### config.mk
export PLATFORM = sky130hd
export DESIGN_NAME = sorted_set_table_unit
export DESIGN_NICKNAME = d
export VERILOG_FILES = /design/src/design/sst_pkg.sv /design/src/design/sst_ctrl.sv /design/src/design/sst_dp.sv /design/src/design/sorted_set_table_unit.sv
export SDC_FILE = /design/constraint.sdc
export NUM_CORES = 2
export LEC_CHECK = 0
export ABC_AREA = 1
export BUFFER_PORTS_ARGS = -buffer_cell sky130_fd_sc_hd__buf_2
export CAP_MARGIN = 20
export CORE_MARGIN = 4
export CORE_UTILIZATION = 45
export CTS_BUF_LIST = sky130_fd_sc_hd__clkbuf_4 sky130_fd_sc_hd__clkbuf_8
export CTS_CLUSTER_SIZE = 16
export DETAILED_ROUTE_END_ITERATION = 7
export GPL_ROUTABILITY_DRIVEN = 0
export SLEW_MARGIN = 20
export SYNTH_ARGS = -nofsm -noshare
export SYNTH_HDL_FRONTEND = slang
export SYNTH_SLANG_ARGS = --single-unit
### constraint.sdc
create_clock -name clk_i -period 5.1 [get_ports clk_i]
set_input_delay 1.02 -clock clk_i [delete_from_list [all_inputs] [get_ports clk_i]]
set_output_delay 1.02 -clock clk_i [all_outputs]
set_load 0.03 [all_outputs]
### src/design/sst_pkg.sv
// sst_pkg: shared types and codes for the sorted set table unit
// no dependencies; imported by sst_ctrl, sst_dp and sorted_set_table_unit
package sst_pkg;

  // fixed field widths
  localparam int unsigned DATA_W  = 32;
  localparam int unsigned FUNC_W  = 2;
  localparam int unsigned STAT_W  = 2;
  localparam int unsigned COUNT_W = 7;

  // operation codes of a request
  localparam logic [FUNC_W-1:0] FN_INSERT   = 2'd0;
  localparam logic [FUNC_W-1:0] FN_DELETE   = 2'd1;
  localparam logic [FUNC_W-1:0] FN_CONTAINS = 2'd2;

  // status codes of a result
  localparam logic [STAT_W-1:0] ST_DONE = 2'd0;
  localparam logic [STAT_W-1:0] ST_FULL = 2'd1;
  localparam logic [STAT_W-1:0] ST_MISS = 2'd2;

  // datapath operations, one per cycle
  typedef enum logic [3:0] {
    OP_NONE,
    OP_LOAD,
    OP_SCAN_READ,
    OP_SCAN_STEP,
    OP_SCAN_HIT,
    OP_SCAN_END,
    OP_SET_FULL,
    OP_SET_MISS,
    OP_INS_INIT,
    OP_INS_READ,
    OP_INS_WRITE,
    OP_INS_PUT,
    OP_DEL_INIT,
    OP_DEL_READ,
    OP_DEL_WRITE,
    OP_DEL_END
  } dp_op_e;

  // controller to datapath
  typedef struct packed {
    dp_op_e op;
    logic   strobe;
  } dp_cmd_t;

  // datapath to controller
  typedef struct packed {
    logic              scan_end;
    logic              less;
    logic              full;
    logic              found;
    logic              ins_more;
    logic              del_more;
    logic [FUNC_W-1:0] func;
  } dp_stat_t;

endpackage

### src/design/sst_ctrl.sv
// sst_ctrl: request sequencer for the sorted set table unit
// depends on sst_pkg; drives sst_dp through dp_cmd_t and reads dp_stat_t
module sst_ctrl import sst_pkg::*; (
  input  logic     clk_i,
  input  logic     rst_ni,
  input  logic     start,
  output logic     busy,
  output dp_cmd_t  cmd_o,
  input  dp_stat_t stat_i
);

  typedef enum logic [8:0] {
    S_IDLE   = 9'b000000001,
    S_RD     = 9'b000000010,
    S_CMP    = 9'b000000100,
    S_DECIDE = 9'b000001000,
    S_INS_RD = 9'b000010000,
    S_INS_WR = 9'b000100000,
    S_DEL_RD = 9'b001000000,
    S_DEL_WR = 9'b010000000,
    S_DONE   = 9'b100000000
  } state_e;

  state_e state_q, state_d;

  // state register
  always_ff @(posedge clk_i or negedge rst_ni) begin
    if (!rst_ni) begin
      state_q <= S_IDLE;
    end else begin
      state_q <= state_d;
    end
  end

  // next state and datapath command
  always_comb begin
    state_d      = state_q;
    cmd_o.op     = OP_NONE;
    cmd_o.strobe = 1'b0;
    unique case (state_q)
      S_IDLE: begin
        if (start) begin
          cmd_o.op = OP_LOAD;
          state_d  = S_RD;
        end
      end
      S_RD: begin
        if (stat_i.scan_end) begin
          cmd_o.op = OP_SCAN_END;
          state_d  = S_DECIDE;
        end else begin
          cmd_o.op = OP_SCAN_READ;
          state_d  = S_CMP;
        end
      end
      S_CMP: begin
        if (stat_i.less) begin
          cmd_o.op = OP_SCAN_STEP;
          state_d  = S_RD;
        end else begin
          cmd_o.op = OP_SCAN_HIT;
          state_d  = S_DECIDE;
        end
      end
      S_DECIDE: begin
        state_d = S_DONE;
        if (stat_i.func == FN_INSERT) begin
          if (stat_i.full) begin
            cmd_o.op = OP_SET_FULL;
          end else begin
            cmd_o.op = OP_INS_INIT;
            state_d  = S_INS_RD;
          end
        end else if (stat_i.func == FN_DELETE) begin
          if (stat_i.found) begin
            cmd_o.op = OP_DEL_INIT;
            state_d  = S_DEL_RD;
          end else begin
            cmd_o.op = OP_SET_MISS;
          end
        end
      end
      S_INS_RD: begin
        if (stat_i.ins_more) begin
          cmd_o.op = OP_INS_READ;
          state_d  = S_INS_WR;
        end else begin
          cmd_o.op = OP_INS_PUT;
          state_d  = S_DONE;
        end
      end
      S_INS_WR: begin
        cmd_o.op = OP_INS_WRITE;
        state_d  = S_INS_RD;
      end
      S_DEL_RD: begin
        if (stat_i.del_more) begin
          cmd_o.op = OP_DEL_READ;
          state_d  = S_DEL_WR;
        end else begin
          cmd_o.op = OP_DEL_END;
          state_d  = S_DONE;
        end
      end
      S_DEL_WR: begin
        cmd_o.op = OP_DEL_WRITE;
        state_d  = S_DEL_RD;
      end
      S_DONE: begin
        cmd_o.strobe = 1'b1;
        state_d      = S_IDLE;
      end
      default: begin
        state_d = S_IDLE;
      end
    endcase
  end

  assign busy = (state_q != S_IDLE);

  // result strobe lasts a single cycle
  a_strobe_single: assert property (@(posedge clk_i) disable iff (!rst_ni)
    cmd_o.strobe |=> !cmd_o.strobe)
    else $error("result strobe held for more than one cycle");

  // a request is only loaded while idle
  a_load_idle: assert property (@(posedge clk_i) disable iff (!rst_ni)
    (cmd_o.op == OP_LOAD) |-> !busy)
    else $error("request loaded while busy");

  // after a strobe the unit is free again
  a_strobe_frees: assert property (@(posedge clk_i) disable iff (!rst_ni)
    cmd_o.strobe |=> !busy)
    else $error("unit still busy after result");

endmodule

### src/design/sst_dp.sv
// sst_dp: entry memory, count, scan index and result registers
// depends on sst_pkg; commanded by sst_ctrl
module sst_dp import sst_pkg::*; #(
  parameter int unsigned CAPACITY = 64
) (
  input  logic                     clk_i,
  input  logic                     rst_ni,
  input  dp_cmd_t                  cmd_i,
  output dp_stat_t                 stat_o,
  input  logic [FUNC_W-1:0]        func_i,
  input  logic signed [DATA_W-1:0] item_i,
  output logic                     found_o,
  output logic [STAT_W-1:0]        status_o,
  output logic [COUNT_W-1:0]       entry_count_o
);

  localparam int unsigned AW = $clog2(CAPACITY);
  localparam int unsigned CW = $clog2(CAPACITY + 1);
  localparam logic [CW-1:0] CAP = CW'(CAPACITY);

  logic signed [DATA_W-1:0] mem_q [CAPACITY];
  logic signed [DATA_W-1:0] rdata_q;
  logic signed [DATA_W-1:0] item_q;
  logic [FUNC_W-1:0]        func_q;
  logic [CW-1:0]            count_q, scan_q, pos_q;
  logic                     found_q;
  logic [STAT_W-1:0]        status_q;

  logic                     rd_en, wr_en;
  logic [CW-1:0]            rd_idx, wr_idx;
  logic signed [DATA_W-1:0] wr_data;
  logic [CW-1:0]            scan_inc, scan_dec;

  assign scan_inc = scan_q + 1'b1;
  assign scan_dec = scan_q - 1'b1;

  // memory port selection
  always_comb begin
    rd_en   = 1'b0;
    wr_en   = 1'b0;
    rd_idx  = scan_q;
    wr_idx  = scan_q;
    wr_data = rdata_q;
    case (cmd_i.op)
      OP_SCAN_READ: rd_en = 1'b1;
      OP_INS_READ: begin
        rd_en  = 1'b1;
        rd_idx = scan_dec;
      end
      OP_DEL_READ: begin
        rd_en  = 1'b1;
        rd_idx = scan_inc;
      end
      OP_INS_WRITE, OP_DEL_WRITE: wr_en = 1'b1;
      OP_INS_PUT: begin
        wr_en   = 1'b1;
        wr_idx  = pos_q;
        wr_data = item_q;
      end
      default: ;
    endcase
  end

  // entry memory, registered read
  always_ff @(posedge clk_i) begin
    if (wr_en) begin
      mem_q[wr_idx[AW-1:0]] <= wr_data;
    end
    if (rd_en) begin
      rdata_q <= mem_q[rd_idx[AW-1:0]];
    end
  end

  // request payload
  always_ff @(posedge clk_i) begin
    if (cmd_i.op == OP_LOAD) begin
      func_q <= func_i;
      item_q <= item_i;
    end
  end

  // count, index and result registers
  always_ff @(posedge clk_i or negedge rst_ni) begin
    if (!rst_ni) begin
      count_q  <= '0;
      scan_q   <= '0;
      pos_q    <= '0;
      found_q  <= 1'b0;
      status_q <= ST_DONE;
    end else begin
      case (cmd_i.op)
        OP_LOAD: begin
          scan_q   <= '0;
          found_q  <= 1'b0;
          status_q <= ST_DONE;
        end
        OP_SCAN_STEP: scan_q <= scan_inc;
        OP_SCAN_HIT: begin
          pos_q   <= scan_q;
          found_q <= (rdata_q == item_q);
        end
        OP_SCAN_END: begin
          pos_q   <= scan_q;
          found_q <= 1'b0;
        end
        OP_SET_FULL:  status_q <= ST_FULL;
        OP_SET_MISS:  status_q <= ST_MISS;
        OP_INS_INIT:  scan_q   <= count_q;
        OP_INS_WRITE: scan_q   <= scan_dec;
        OP_INS_PUT:   count_q  <= count_q + 1'b1;
        OP_DEL_INIT:  scan_q   <= pos_q;
        OP_DEL_WRITE: scan_q   <= scan_inc;
        OP_DEL_END:   count_q  <= count_q - 1'b1;
        default: ;
      endcase
    end
  end

  // status back to the controller
  assign stat_o.scan_end = (scan_q >= count_q);
  assign stat_o.less     = (rdata_q < item_q);
  assign stat_o.full     = (count_q >= CAP);
  assign stat_o.found    = found_q;
  assign stat_o.ins_more = (scan_q > pos_q);
  assign stat_o.del_more = (scan_inc < count_q);
  assign stat_o.func     = func_q;

  // result fields
  assign found_o       = found_q;
  assign status_o      = status_q;
  assign entry_count_o = COUNT_W'(count_q);

  // count stays within the table
  a_count_bound: assert property (@(posedge clk_i) disable iff (!rst_ni)
    count_q <= CAP)
    else $error("entry count above capacity");

  // an insert only lands in a table with room
  a_put_room: assert property (@(posedge clk_i) disable iff (!rst_ni)
    (cmd_i.op == OP_INS_PUT) |-> (count_q < CAP) && (pos_q <= count_q))
    else $error("insert into full table");

  // count moves by at most one per request
  a_count_step: assert property (@(posedge clk_i) disable iff (!rst_ni)
    (count_q != $past(count_q)) |->
      (count_q == $past(count_q) + 1'b1) || (count_q == $past(count_q) - 1'b1))
    else $error("entry count jumped");

endmodule

### src/design/sorted_set_table_unit.sv
// sorted_set_table_unit: ascending sorted multiset of signed 32-bit values
// depends on sst_pkg, sst_ctrl and sst_dp
//
// Usage: drive func_i and item_i and raise start; the request is taken at a
// clock edge where start is high and busy is low. func_i selects insert,
// delete or contains (the unused code acts as contains). Exactly one result
// comes back per request: found_o, status_o and entry_count_o are valid for
// the single cycle in which valid_o is high. The receiver cannot stall, so
// it must capture the result in that cycle.
// Operation: the lookup walks the stored entries one at a time through the
// entry memory, reading and then comparing each entry passed.
// Insert then shifts the larger entries up and delete shifts the tail down,
// reading and then writing each moved entry. busy stays high through the
// strobe cycle, so the next request is taken in the cycle after the strobe
// at the earliest.
// Reset: asynchronous, active low; the table comes up empty and idle. The
// entry memory is not cleared: only entries below the count are ever read.
module sorted_set_table_unit import sst_pkg::*; #(
  parameter int unsigned CAPACITY = 64
) (
  input  logic                     clk_i,
  input  logic                     rst_ni,
  input  logic                     start,
  output logic                     busy,
  input  logic [FUNC_W-1:0]        func_i,
  input  logic signed [DATA_W-1:0] item_i,
  output logic                     valid_o,
  output logic                     found_o,
  output logic [STAT_W-1:0]        status_o,
  output logic [COUNT_W-1:0]       entry_count_o
);

  dp_cmd_t  cmd;
  dp_stat_t stat;

  // sequencer
  sst_ctrl u_ctrl (
    .clk_i  (clk_i),
    .rst_ni (rst_ni),
    .start  (start),
    .busy   (busy),
    .cmd_o  (cmd),
    .stat_i (stat)
  );

  // storage and compare
  sst_dp #(
    .CAPACITY (CAPACITY)
  ) u_dp (
    .clk_i         (clk_i),
    .rst_ni        (rst_ni),
    .cmd_i         (cmd),
    .stat_o        (stat),
    .func_i        (func_i),
    .item_i        (item_i),
    .found_o       (found_o),
    .status_o      (status_o),
    .entry_count_o (entry_count_o)
  );

  assign valid_o = cmd.strobe;

endmodule
==> impl_metrics.ini <==
[critical_path]
crit_arrival_ps = 5480
endpoint_kind = register
critPathRequiredTime_ps = 5870
worstPathMaxFanout = 15
setup.worst_path.class = reg2reg
startpoint_type = register

[route]
finalWirelength_mm = 285.9
drt_iter0_drc = 8143
vias_per_cell = 5.633
wire_per_inst_um = 24.00
drc = 0
num_vias = 67110
first_pass_iters = 6
ant_nets = 0

[job]
cap_violations = 0

[global_route]
antenna_found_initial = 7
grt_max_degree = 131
grt_pass1_vias = 64410
grt_pass1_wl_mm = 424.0
overflow = 0
grt_use_total_pct = 25.28

[timing]
finalCriticalPeriod_ps = 4713
finClkSkew_ps = 87.44
finalHoldViolCount = 0
fin_setup_tns_ps = 0
tightest_slew_ps = 1094
maxSlewHeadroom_pct = 26.80
slew_violations = 0
rsz0062_at_grt = no
max_freq_mhz = 212.2
period_share_pct = 92.41
finalSetupViolCount = 0

[clock_network]
cts_resized = 0
cts_sinks = 2147
cts_tree = done
cts_buffers = 368
ctsLongestPathBuffers = 4
path_clk_slew_ps = 70
clk_latency_ps = 1100
cts_max_level = 5
root_buffer = clkbuf_8

[final_layout]
final_area_mm2 = 0.1088
drive_above_1_share_pct = 11.58
final_util_pct = 51.37
fin_nets = 8926
area.growth.synth_to_final_pct = 13.56
fin_cells = 11920

[yosys]
yosys.area.top_type = edfxtp_1
muxShareOfSynthArea_pct = 0
synth_top_area_share_pct = 66.23
synth_area_leaders = edfxtp_1 66%, nand3_1 11%, nand3b_1 6.0%
yosysMostFrequentCell = nand3_1
synth.cell_area_mm2 = 0.09585
synth_seq_cells = 2147
synth_adder_area_share_pct = 0.8041
syn_nets = 8755
syn_avg_cell_area_um2 = 11.07
synth_top_family_by_area = simple AND/OR/NAND/NOR gates
synth_warnings = 0
synthXorXnorAreaFrac_pct = 0.1279
postSynth.asyncResetShare_pct = 1.537
synthSimpleGateAreaFrac_pct = 23.59
ys_types = 41
synthCells = 8657
ys.flop_type = edfxtp_1
yosys-top-cells-count = 2200 x nand3_1, 2114 x edfxtp_1, 1353 x nand2_1
synth_edf_count = 2114
ys_seq_area_share_pct = 67.10
synth_compound_area_share_pct = 0.7023

[floorplanning]
initial_utilization_pct = 45.24
core_mm2 = 0.2119
die_x_um = 469.5
die_h_um = 469.5
die-area_mm2 = 0.2204
top_level_ports = 49
num_rows = 169

[outcome]
status = finished clean

[pwr]
p_leak_nw = 42.72
ir_drop_v = 0.0002355
p_per_area_mw_per_mm2 = 328.8

[hold_path]
hold_class = in2reg

[place]
placed_cells_incl_taps = 11280
place_area_mm2 = 0.1019
hpwl_mm = 157.1
port_buffers = 48
final timing paths:
kind	from	end	slack [ps]	depth (start not counted)
worst min register to register	u_dp.pos_q[6]	u_dp.scan_q[6]	520	2
worst max register to register	u_dp.scan_q[0]	u_dp.mem_q[22][3]	390	12
worst max-delay path	u_dp.scan_q[0]	u_dp.mem_q[22][3]	390	12
max in group asynchronous	rst_ni	u_dp.entry_count_o[0]	4030	2
worst min-delay path	item_i[17]	u_dp.item_q[17]	120	1
min in group asynchronous	rst_ni	u_dp.status_o[1]	560	2
logic make-up after synthesis:
family,after synthesis
DFF,2147
adders and majority gates,61
AOI/OAI and AO/OA,124
and+or+nand+nor,4482
xor gates and xnor gates,14
buffers and inverters,1829
cell type report:
class,instances,area [um2]
clock buffers,504,6123
clock inverters,125,711.9
flip-flops and latches,2147,64310
well taps,2821,3530
diodes,7,17.52
inverters,1262,4751
multi-input cells,4681,25110
fillers,18330,103000
repair buffers,368,4294
power by group:
| part | internal [mW] | total (mW) | switching (mW) |
|---|---|---|---|
| logic | 0.426 | 1.52 | 1.10 |
| clock network | 8.02 | 14.9 | 6.89 |
| registers | 19.3 | 19.4 | 0.0824 |
| total | 27.7 | 35.8 | 8.07 |
flip-flops by register name, indices dropped and copies added (netlist names):
name	cells
u_dp.mem_q	2048
u_dp.item_q	32
u_dp.rdata_q	32
u_ctrl.state_q	9
u_dp.entry_count_o	7
u_dp.pos_q	7
u_dp.scan_q	7
u_dp.func_q	2
u_dp.status_o	2
u_dp.found_o	1
timing repair:
action	CTS	global route
hold buffers	1	0
hold endpoints to repair	32	0
setup buffers	0	0
cell usage in the layout, fill, tap and decap left out, types with 4 or more instances in the layout:
| master | synthesis | layout |
|---|---|---|
| a21oi_1 | 42 | 42 |
| buf_12 | 0 | 127 |
| buf_2 | 358 | 48 |
| buf_4 | 4 | 189 |
| bufinv_16 | 0 | 6 |
| clkbuf_4 | 0 | 130 |
| clkbuf_8 | 0 | 374 |
| clkinv_1 | 0 | 71 |
| clkinv_2 | 0 | 40 |
| clkinvlp_4 | 0 | 7 |
| dfrtp_1 | 32 | 32 |
| diode_2 | 0 | 7 |
| edfxtp_1 | 2114 | 2114 |
| ha_1 | 60 | 60 |
| inv_1 | 1256 | 1254 |
| inv_2 | 6 | 5 |
| nand2_1 | 1353 | 1349 |
| nand2_4 | 1 | 4 |
| nand3_1 | 2200 | 2200 |
| nand3b_1 | 769 | 769 |
| nand4_1 | 12 | 12 |
| nor2_1 | 111 | 47 |
| nor2_4 | 2 | 66 |
| nor3_1 | 16 | 16 |
| nor4_1 | 4 | 4 |
| o2111ai_1 | 8 | 8 |
| o21ai_0 | 64 | 31 |
| o21ai_4 | 0 | 34 |
| xnor2_1 | 5 | 5 |
| xor2_1 | 9 | 9 |
metal layers:
metal | track usage, % | vias to the layer above | routed length [um]
met5 | 0 | - | 23
met4 | 9.963 | 4 | 10780
met2 | 39.34 | 3268 | 131100
met1 | 35.32 | 33040 | 117800
met3 | 4.619 | 586 | 26270
li1 | - | 30210 | -
worst max-delay path, stage by stage, from the launching register on:
cell	delay, ps
dfrtp_1	540
inv_1	270
ha_1	350
nand4_1	200
nand2_1	220
nand2_4	170
o21ai_0	550
buf_4	260
inv_1	60
nor2_1	120
nand2_1	490
nor2_4	880
buf_4	290
per-stage QoR:
step                hold slack [ps]  setup slack, ps  total power, mW
global placement              506.9            469.3            21.19
CTS                           14.16            448.1            36.03
global route                  54.21            116.6            37.03
detailed placement            500.3            500.3            21.22
finish                        121.0            387.2            35.79
floorplan                     469.1            151.9            20.60
No activity file was read; power rests on OpenSTA's default activity.
